$ cat src/hdl/assert_macros.svh
// Assertion macros used by the top level of the date difference block.
`ifndef ASSERT_MACROS_SVH
`define ASSERT_MACROS_SVH
`ifndef NO_ASSERTIONS
// The property must hold at every rising clock edge outside reset.
`define ASSERT_ALWAYS(label, clk, rst_n, prop) \
  label: assert property (@(posedge clk) disable iff (!(rst_n)) (prop)) \
    else $error("assertion failed: property does not hold");
// The expression must never be true at a rising clock edge outside reset.
`define ASSERT_NEVER(label, clk, rst_n, expr) \
  label: assert property (@(posedge clk) disable iff (!(rst_n)) !(expr)) \
    else $error("assertion failed: forbidden condition seen");
`else
`define ASSERT_ALWAYS(label, clk, rst_n, prop)
`define ASSERT_NEVER(label, clk, rst_n, expr)
`endif
`endif

$ cat src/hdl/dd_pkg.sv
// Package with the types, constants and calendar tables of the date difference block.
`default_nettype none

package dd_pkg;

  // Field widths of the request and result words.
  localparam int unsigned YEAR_W   = 14;
  localparam int unsigned MONTH_W  = 4;
  localparam int unsigned DAY_W    = 5;
  localparam int unsigned COUNT_W  = 22;
  localparam int unsigned SERIAL_W = 22;

  // Largest accepted year.
  localparam logic [YEAR_W-1:0] YEAR_MAX = 14'd9999;

  // Largest count that the result word can carry.
  localparam logic [COUNT_W-1:0] COUNT_MAX = {COUNT_W{1'b1}};

  // Division of a 14-bit year by 100: multiply by RECIP_100, shift right by RECIP_SHIFT.
  localparam int unsigned RECIP_W     = 13;
  localparam int unsigned RECIP_SHIFT = 19;
  localparam int unsigned PROD_W      = YEAR_W + RECIP_W;
  localparam int unsigned CENT_W      = PROD_W - RECIP_SHIFT;
  localparam logic [RECIP_W-1:0] RECIP_100 = 13'd5243;

  // Days in a common year, the first and last month, and the month whose length depends on the leap rule.
  localparam logic [SERIAL_W-1:0] DAYS_PER_YEAR = 22'd365;
  localparam logic [MONTH_W-1:0]  MONTH_JAN     = 4'd1;
  localparam logic [MONTH_W-1:0]  MONTH_FEB     = 4'd2;
  localparam logic [MONTH_W-1:0]  MONTH_DEC     = 4'd12;

  // Request word: two dates and the include-end-day flag.
  typedef struct packed {
    logic [YEAR_W-1:0]  start_year;
    logic [MONTH_W-1:0] start_month;
    logic [DAY_W-1:0]   start_day;
    logic [YEAR_W-1:0]  end_year;
    logic [MONTH_W-1:0] end_month;
    logic [DAY_W-1:0]   end_day;
    logic               include_end_day;
  } in_t;

  // Result word.
  typedef struct packed {
    logic [COUNT_W-1:0] day_count;
    logic               bad_date;
  } out_t;

  // Day number of one date together with its validity.
  typedef struct packed {
    logic                ok;
    logic [SERIAL_W-1:0] serial;
  } date_info_t;

  // Length of a month; zero for a month number outside the calendar.
  function automatic logic [DAY_W-1:0] month_len(input logic [MONTH_W-1:0] m,
                                                input logic leap);
    logic [DAY_W-1:0] len;
    case (m)
      4'd1:    len = 5'd31;
      4'd2:    len = leap ? 5'd29 : 5'd28;
      4'd3:    len = 5'd31;
      4'd4:    len = 5'd30;
      4'd5:    len = 5'd31;
      4'd6:    len = 5'd30;
      4'd7:    len = 5'd31;
      4'd8:    len = 5'd31;
      4'd9:    len = 5'd30;
      4'd10:   len = 5'd31;
      4'd11:   len = 5'd30;
      4'd12:   len = 5'd31;
      default: len = 5'd0;
    endcase
    return len;
  endfunction

  // Days of a common year that come before the first of a month.
  function automatic logic [8:0] month_start(input logic [MONTH_W-1:0] m);
    logic [8:0] days;
    case (m)
      4'd1:    days = 9'd0;
      4'd2:    days = 9'd31;
      4'd3:    days = 9'd59;
      4'd4:    days = 9'd90;
      4'd5:    days = 9'd120;
      4'd6:    days = 9'd151;
      4'd7:    days = 9'd181;
      4'd8:    days = 9'd212;
      4'd9:    days = 9'd243;
      4'd10:   days = 9'd273;
      4'd11:   days = 9'd304;
      4'd12:   days = 9'd334;
      default: days = 9'd0;
    endcase
    return days;
  endfunction

endpackage

`default_nettype wire

$ cat src/hdl/dd_serial.sv
// Validity check and closed-form day number of one Gregorian date.
`default_nettype none

module dd_serial (
  input  wire logic [dd_pkg::YEAR_W-1:0]  year_i,
  input  wire logic [dd_pkg::MONTH_W-1:0] month_i,
  input  wire logic [dd_pkg::DAY_W-1:0]   day_i,
  output dd_pkg::date_info_t              info_o
);

  logic [dd_pkg::PROD_W-1:0]   y_prod;
  logic [dd_pkg::CENT_W-1:0]   y_cent;
  logic [dd_pkg::YEAR_W-1:0]   y_rem;
  logic                        leap;
  logic [dd_pkg::YEAR_W-1:0]   p;
  logic [dd_pkg::PROD_W-1:0]   p_prod;
  logic [dd_pkg::CENT_W-1:0]   p_cent;
  logic [dd_pkg::SERIAL_W-1:0] base;
  logic [dd_pkg::DAY_W-1:0]    mlen;
  logic [8:0]                  mstart;
  logic                        after_feb;
  logic                        year_ok;
  logic                        month_ok;
  logic                        day_ok;

  // Century of the year itself, by reciprocal multiplication, for the leap rule.
  assign y_prod = dd_pkg::PROD_W'(year_i) * dd_pkg::PROD_W'(dd_pkg::RECIP_100);
  assign y_cent = y_prod[dd_pkg::PROD_W-1:dd_pkg::RECIP_SHIFT];
  assign y_rem  = year_i - dd_pkg::YEAR_W'(y_cent) * dd_pkg::YEAR_W'(100);

  // Leap when divisible by 4 and not by 100, or divisible by 400.
  assign leap = (year_i[1:0] == 2'b00) && ((y_rem != '0) || (y_cent[1:0] == 2'b00));

  // Whole years before this one, with their leap days.
  assign p      = year_i - dd_pkg::YEAR_W'(1);
  assign p_prod = dd_pkg::PROD_W'(p) * dd_pkg::PROD_W'(dd_pkg::RECIP_100);
  assign p_cent = p_prod[dd_pkg::PROD_W-1:dd_pkg::RECIP_SHIFT];
  assign base   = dd_pkg::SERIAL_W'(p) * dd_pkg::DAYS_PER_YEAR
                + dd_pkg::SERIAL_W'(p[dd_pkg::YEAR_W-1:2])
                - dd_pkg::SERIAL_W'(p_cent)
                + dd_pkg::SERIAL_W'(p_cent[dd_pkg::CENT_W-1:2]);

  // Month length and the days of the year before the month.
  assign mlen      = dd_pkg::month_len(month_i, leap);
  assign mstart    = dd_pkg::month_start(month_i);
  assign after_feb = leap && (month_i > dd_pkg::MONTH_FEB);

  // Range checks on each field.
  assign year_ok  = (year_i != '0) && (year_i <= dd_pkg::YEAR_MAX);
  assign month_ok = (month_i >= dd_pkg::MONTH_JAN) && (month_i <= dd_pkg::MONTH_DEC);
  assign day_ok   = (day_i != '0) && (day_i <= mlen);

  // Day number, 0001-01-01 being day one.
  assign info_o.ok     = year_ok && month_ok && day_ok;
  assign info_o.serial = base + dd_pkg::SERIAL_W'(mstart)
                       + dd_pkg::SERIAL_W'(after_feb) + dd_pkg::SERIAL_W'(day_i);

endmodule

`default_nettype wire

$ cat src/hdl/date_difference_in_days_top.sv
// Top level of the date difference block: request register, day numbers, count, result register.
//
//   Port group   Direction  Handshake             Word
//   request      in         start & !busy         req_i  (dd_pkg::in_t)
//   result       out        done_o, one cycle     res_o  (dd_pkg::out_t)
//
// A request is taken at every clock edge at which start is high; busy is never raised.
// The request passes the request register and the day-number registers; the result register then drives the
// result for one cycle, and a new word can enter in every cycle.
// The stages are: request register, day numbers of both dates, count and result register.
// Reset clears the stage valid bits only; the data registers keep whatever they hold.
// The receiver cannot stall, so no word ever waits in the pipeline.
`default_nettype none
`include "assert_macros.svh"

module date_difference_in_days_top (
  input  wire logic   clk_i,
  input  wire logic   rst_ni,
  input  wire logic   start,
  output logic        busy,
  input  wire dd_pkg::in_t req_i,
  output logic        done_o,
  output dd_pkg::out_t res_o
);

  dd_pkg::in_t        req_q;
  logic               vld_a_q;
  dd_pkg::date_info_t start_info;
  dd_pkg::date_info_t end_info;
  dd_pkg::date_info_t start_q;
  dd_pkg::date_info_t end_q;
  logic               inc_q;
  logic               vld_b_q;
  logic [dd_pkg::SERIAL_W-1:0] diff;
  logic [dd_pkg::COUNT_W:0]    count_sum;
  dd_pkg::out_t       res_d;
  dd_pkg::out_t       res_q;
  logic               done_q;

  assign busy = 1'b0;

  // Stage valid bits.
  always_ff @(posedge clk_i or negedge rst_ni) begin
    if (!rst_ni) begin
      vld_a_q <= 1'b0;
      vld_b_q <= 1'b0;
      done_q  <= 1'b0;
    end else begin
      vld_a_q <= start && !busy;
      vld_b_q <= vld_a_q;
      done_q  <= vld_b_q;
    end
  end

  // Request register.
  always_ff @(posedge clk_i) begin
    if (start && !busy) begin
      req_q <= req_i;
    end
  end

  // Day numbers of both dates.
  dd_serial u_start_serial (
    .year_i  (req_q.start_year),
    .month_i (req_q.start_month),
    .day_i   (req_q.start_day),
    .info_o  (start_info)
  );

  dd_serial u_end_serial (
    .year_i  (req_q.end_year),
    .month_i (req_q.end_month),
    .day_i   (req_q.end_day),
    .info_o  (end_info)
  );

  always_ff @(posedge clk_i) begin
    if (vld_a_q) begin
      start_q <= start_info;
      end_q   <= end_info;
      inc_q   <= req_q.include_end_day;
    end
  end

  // Count of days, saturated to the width of the result word.
  assign diff      = (start_q.serial < end_q.serial) ? (end_q.serial - start_q.serial) : '0;
  assign count_sum = (dd_pkg::COUNT_W+1)'(diff) + (dd_pkg::COUNT_W+1)'(inc_q);

  always_comb begin
    if (!(start_q.ok && end_q.ok)) begin
      res_d.day_count = '0;
      res_d.bad_date  = 1'b1;
    end else if (count_sum[dd_pkg::COUNT_W]) begin
      res_d.day_count = dd_pkg::COUNT_MAX;
      res_d.bad_date  = 1'b0;
    end else begin
      res_d.day_count = count_sum[dd_pkg::COUNT_W-1:0];
      res_d.bad_date  = 1'b0;
    end
  end

  // Result register.
  always_ff @(posedge clk_i) begin
    if (vld_b_q) begin
      res_q <= res_d;
    end
  end

  assign done_o = done_q;
  assign res_o  = res_q;

  // Every request taken gives its result, and no result comes without a request.
  `ASSERT_ALWAYS(a_req_gives_result, clk_i, rst_ni, (start && !busy) |=> ##2 done_o)
  `ASSERT_ALWAYS(a_result_has_req, clk_i, rst_ni, done_o |-> $past(start, 3))
  // A bad date always reports a zero count.
  `ASSERT_NEVER(a_bad_date_zero, clk_i, rst_ni, done_o && res_o.bad_date && (res_o.day_count != '0))

endmodule

`default_nettype wire
$ cat config.mk
export PLATFORM = sky130hd
export DESIGN_NAME = date_difference_in_days_top
export DESIGN_NICKNAME = d
export VERILOG_FILES = /design/src/hdl/dd_pkg.sv /design/src/hdl/dd_serial.sv /design/src/hdl/date_difference_in_days_top.sv
export VERILOG_INCLUDE_DIRS = /design/src /design/src/hdl
export SDC_FILE = /design/constraint.sdc
export NUM_CORES = 2
export LEC_CHECK = 0
export BUFFER_PORTS_ARGS = -buffer_cell sky130_fd_sc_hd__clkbuf_2
export CAP_MARGIN = 20
export CORE_MARGIN = 10
export CORE_UTILIZATION = 30
export DETAILED_ROUTE_END_ITERATION = 16
export PLACE_DENSITY = 0.43
export SKIP_CTS_REPAIR_TIMING = 1
export SLEW_MARGIN = 30
export SYNTH_ARGS = -nofsm -noshare
export SYNTH_HDL_FRONTEND = slang
export SYNTH_SLANG_ARGS = --single-unit
$ cat constraint.sdc
create_clock -name clk_i -period 17.5 [get_ports clk_i]
set_input_delay 0.875 -clock clk_i [delete_from_list [all_inputs] [get_ports clk_i]]
set_output_delay 0.875 -clock clk_i [all_outputs]
set_load 0.01 [all_outputs]
Yosys cells after proc, flatten, opt, wreduce, memory -nomap -nowiden
Memories as Yosys holds them, arrays and structs flattened. A register that Yosys moved wholly into a read port is not among the register bits.
Index checks and enable logic that the tools add are counted.
W data, S select, Z words.
{"block": "op_classes", "add_sub_neg": 18, "multipliers": 8, "div_mod_pow": 0, "magnitude_cmp": 11, "n_eq_ne": 24, "n_shift": 0, "n_mux": 8, "bitwise_logic": 0, "reduce_logical": 31}
{"cell": "$mul A14 B13 Y27 const B", "n": 4}
{"cell": "$reduce_bool A14 Y1", "n": 4}
{"cell": "$add A22 B1 Y22", "n": 2}
{"cell": "$add A22 B12 Y22", "n": 2}
{"cell": "$add A22 B5 Y22", "n": 2}
{"cell": "$add A22 B6 Y22", "n": 2}
{"cell": "$add A22 B9 Y22", "n": 2}
{"cell": "$mul A14 B9 Y22 const B", "n": 2}
{"cell": "$sub A22 B8 Y22", "n": 2}
{"cell": "$eq A4 B4 Y1 const B", "n": 10}
{"cell": "$eq A4 B3 Y1 const B", "n": 8}
{"cell": "$pmux W5 S3", "n": 2}
{"cell": "$le A14 B14 Y1 const B", "n": 2}
{"cell": "$sub A14 B1 Y14 const B", "n": 2}
{"cell": "$sub A14 B14 Y14", "n": 2}
{"cell": "$mul A8 B5 Y12 const B", "n": 2}
{"cell": "$add A22 B1 Y23", "n": 1}
{"cell": "$mux W23", "n": 1}
{"cell": "$lt A22 B22 Y1", "n": 1}
{"cell": "$mux W22", "n": 1}
{"cell": "$sub A22 B22 Y22", "n": 1}
{"cell": "$eq A4 B2 Y1 const B", "n": 4}
{"cell": "$logic_and A1 B1 Y1", "n": 15}
{"cell": "$reduce_or A7 Y1", "n": 2}
{"cell": "11 further kinds", "n": 24}
{"block": "totals", "reg_bits": 120, "latchBits": 0, "mem_bits_rw": 0, "romBits": 288, "inputBits": 50, "output_inout_bits": 25, "word_cells": 119, "n_memories": 2}
{"memory": "(no name shown)", "depth": 16, "width": 9, "rd": 1, "rd_ports_with_merged_regs": 1, "write_ports": 0, "line_no": "dd_pkg.sv:80", "text": "case (m)"}
{"memory": "(no name shown)", "depth": 16, "width": 9, "rd": 1, "rd_ports_with_merged_regs": 1, "write_ports": 0, "line_no": "dd_pkg.sv:80"}

Logic depth before layout (Yosys ltp)
{"block": "logic_depth", "word_depth": 11, "depth_mapped": 61, "mapped_depth_nobuf": 61}

Modules after synthesis
Synthesis repeated with hierarchy kept, for this count alone.
{"block": "unflattened", "hier_cells": 3092, "area_unflattened_um2": 30919.7}
{"mod": "dd_serial at u_start_serial", "n_inst": 1, "cells_per_inst": 1331, "area_each_um2": 12633.4, "seq_area_each_um2": 0.0}
{"mod": "dd_serial at u_end_serial", "n_inst": 1, "cells_per_inst": 1295, "area_each_um2": 12464.5, "seq_area_each_um2": 0.0}
{"mod": "date_difference_in_days_top", "n_inst": 1, "cells_per_inst": 466, "area_each_um2": 5821.8, "seq_area_each_um2": 3588.4}

Worst setup path before layout
Ideal clock, no wire load.
{"block": "synth_path", "path_kind": "reg-to-reg", "start": "register req_q[19] in the netlist's numbering", "end": "register end_q[20] in the netlist's numbering, data pin", "setup_ns": 0.258, "t_arrival_ns": 12.926, "t_required_ns": 17.242, "path_slack_ns": 4.316, "path_stages_with_launch": 57, "n_path_buf": 0, "synth_period_minus_slack_ns": 13.184, "path_cell_list": "edfxtp_1 > ha_1 > fa_1 > fa_1 > fa_1 > inv_1 > fa_1 > inv_1 > ha_1 > a211oi_1 > nand3_1 > a31oi_1 > o21ai_1 > a21oi_1 > o21bai_1 > a21oi_1 > o21ai_1 > o21a_1 > [21 not listed] > ha_1 > inv_1 > fa_1 > fa_1 > fa_1 > inv_1 > ha_1 > a21o_1 > a21oi_1 > o21ai_0 > a21oi_1 > o21ai_0 > a31oi_1 > a2111o_1 > a31oi_1 > a21o_1 > a21oi_1 > xnor2_1"}
{"item": "start: declaration", "line_no": "date_difference_in_days_top.sv:26", "text": "dd_pkg::in_t req_q;"}
{"item": "start signal: assignment", "line_no": "date_difference_in_days_top.sv:58", "text": "req_q <= req_i;"}
{"item": "end signal: assignment", "line_no": "date_difference_in_days_top.sv:80", "text": "end_q <= end_info;"}
{"item": "end: declaration", "line_no": "date_difference_in_days_top.sv:31", "text": "dd_pkg::date_info_t end_q;"}

==> results by group <==
Routing
  – Post-Route WL: 74,790 µm
  – DRC: 0
  – Via density: 4.413
  – Routed length per placed instance: 16.45 µm
  – Initial DRC Count: 687
  – Via Count: 20,060
  – Drt first pass iters: 5
  – ANT nets after route: 0

STA
  – Setup violators final: 0
  – Final Max Tran Viols: 0
  – Worst slew pin tran: 0.7802 ns
  – Slew margin rel.: 46.50%
  – Clock Skew: 0.01694 ns
  – Tmin final: 14.80 ns
  – Fin Setup TNS: 0 ns
  – Setup repair after global routing missed its margin: false
  – Crit share post-route: 84.56%
  – Worst setup margin: 2.702 ns
  – Final hold vios: 0
  – Fmax: 67.58 MHz

Placement
  – PortBufs: 73
  – RePlAce Congestion: 0.8108
  – Area after DPL: 0.03302 mm²
  – Post-DP HPWL: 66,270 µm
  – Pre-CTS setup slack: 2.508 ns

Clock network
  – Num CTS Buffers: 17
  – Clk_lat worst skew: 0.48 ns
  – Largest buffer count on any clock path: 2
  – Root Buffer: clkbuf_16
  – CTS tree: built
  – Clk slew on worst S/H paths: 0.06 ns
  – Num Clock Sinks: 138
  – CTS HTree Levels: 4

Worst setup path
  – CP Launch Type: register
  – CP max FO: 10
  – CP peak stage delay: 0.82 ns
  – Worst Setup End Kind: register
  – CP Buf/Inv Count: 6
  – Critical path type: register to register
  – Critical path arrival: 15.12 ns
  – Required time of the worst setup path: 17.82 ns
  – CP delay by family, top: adder cells
  – Slowest stage cell, crit path: edfxtp_1
  – Most Frequent Cell on Critical Path: fa_1

Cells and area
  – Seq. cell area: 0.003954 mm²
  – Multi-input logic area: 0.02376 mm²
  – Area growth from synthesis to layout: 9.110%
  – N_diodes: 0
  – Fill cells: 10,730
  – Final nets: 4,361
  – Design Area, Final: 0.03363 mm²
  – Final core occ: 33.00%
  – Share of cells above drive strength 1: 5.790%

Die
  – Core Rows: 117
  – Die Y: 340.5 µm
  – Die ar.: 0.1160 mm²
  – Core area: 0.1019 mm²
  – I/O pin cnt: 75
  – Initial Util: 30.25%
  – Chip width: 340.5 µm

Job
  – Max-Cap Viols: 0

GRT
  – Global route overflow: 0
  – Largest net degree at the start of global routing: 49
  – Initial antenna violation count: 1
  – GRT Overall Usage: 13.27%
  – Vias in the first global route: 21,810
  – Global-route wire length before repair: 121,300 µm

Synthesis
  – Synth cell types: 96
  – Synth Instances: 3,061
  – Fraction of the yosys area taken by sequential cells: 12.81%
  – Synth Warn #: 0
  – Largest area contributor in the synthesized netlist: ha_1
  – Mapped Avg Cell Area: 10.07 µm²
  – Largest cells by area after synthesis: ha_1, fa_1, edfxtp_1, inv_1, xnor2_1
  – Async SR Flop Fraction: 2.174%
  – Synth top area share: 28.70%
  – Most numerous cell in the Yosys netlist: inv_1
  – Commonest cells in the netlist: inv_1, ha_1, fa_1
  – Post-Syn Nets: 4,257
  – Register bit total from synthesis: 138
  – Number of synthesized flops with an enable pin: 117
  – Synth Flop Type: edfxtp_1
  – Synth Cell Area: 0.03082 mm²

Hold path
  – Hold Crit Class: input port to async pin

Run status
  – Run status: finished, final reports clean
## worst paths after layout
kind	startpoint	end	slack, ns	cells past startpoint
min in group clk_i	req_q[0]	inc_q	0.43	0
worst max register to register	req_q[21]	end_q[21]	2.70	56
worst min register to register	req_q[0]	inc_q	0.43	0
max in group asynchronous	rst_ni	vld_a_q	17.20	1
worst min-delay path	rst_ni	vld_a_q	0.18	1
worst max-delay path	req_q[21]	end_q[21]	2.70	56
## layout by cell type (no fill, tap or decap), types with 8 or more instances in the layout
cell and count:
nor2b_1 18, nand2b_1 13, mux2i_1 13, or2_2 11, and3_1 19, nand3_1 30, clkbuf_2 72, inv_1 807
a21oi_2 11, a21oi_1 108, o2111ai_1 8, o21ai_0 61, ha_1 707, dfxtp_1 18, xor2_1 43, a31oi_1 22
nor4_1 10, nand4_1 14, o21a_1 18, buf_4 29, o211ai_1 14, edfxtp_1 117, clkbuf_16 17, nor2_1 95
nand2_1 106, o21bai_1 17, xnor2_1 115, a211oi_1 13, or3_1 8, nor3_1 43, fa_1 439, a21o_1 28
## area by class of cell
cell class                 instances  share of cell area, %
sequential                       138                  11.76
timing repair buffer             101                  1.719
clock inverter                    14                 0.5060
tap                             1368                  5.090
multi-input combinational       2100                  70.64
inverter                         807                  9.008
clock buffer                      18                  1.276
## per-stage QoR
step	hold WS, ns	cells
after floorplan	0.4003	3061
after global placement	0.4438	4514
after detailed placement	0.4284	4514
after CTS	0.1285	4546
after global routing	0.1505	4546
final	0.1822	4546
## layer usage
layer | global-route usage, % | vias up | share of wire [%]
met5 | 0 | - | 0.016
met4 | 2.139 | 2 | 0.95
met3 | 1.807 | 35 | 2.1
met2 | 21.77 | 152 | 46
met1 | 18.72 | 9732 | 51
li1 | - | 10140 | -
## logic make-up after synthesis
kind of cell | after synthesis | share of synthesized area (%)
AO/OA/AOI/OAI | 370 | 7.990
XOR/XNOR | 160 | 4.547
adder cells (fa/ha/maj) | 1147 | 57.25
buffers and inverters | 823 | 10.17
flip-flops | 138 | 12.81
multiplexers | 20 | 0.6861
other | 1 | 0.01217
AND/OR/NAND/NOR | 402 | 6.532
## flip-flops by register name, summed over array words and instances, names as in the netlist, 9 cells and up
signal,cells
req_q,47
u_start_serial.mstart,9
start_q,23
end_q,23
u_end_serial.mstart,9
res_o,23
Power is left out: the tool's default activity adds up to more than one toggle a clock period on the data nets, which glitch-free logic cannot reach.
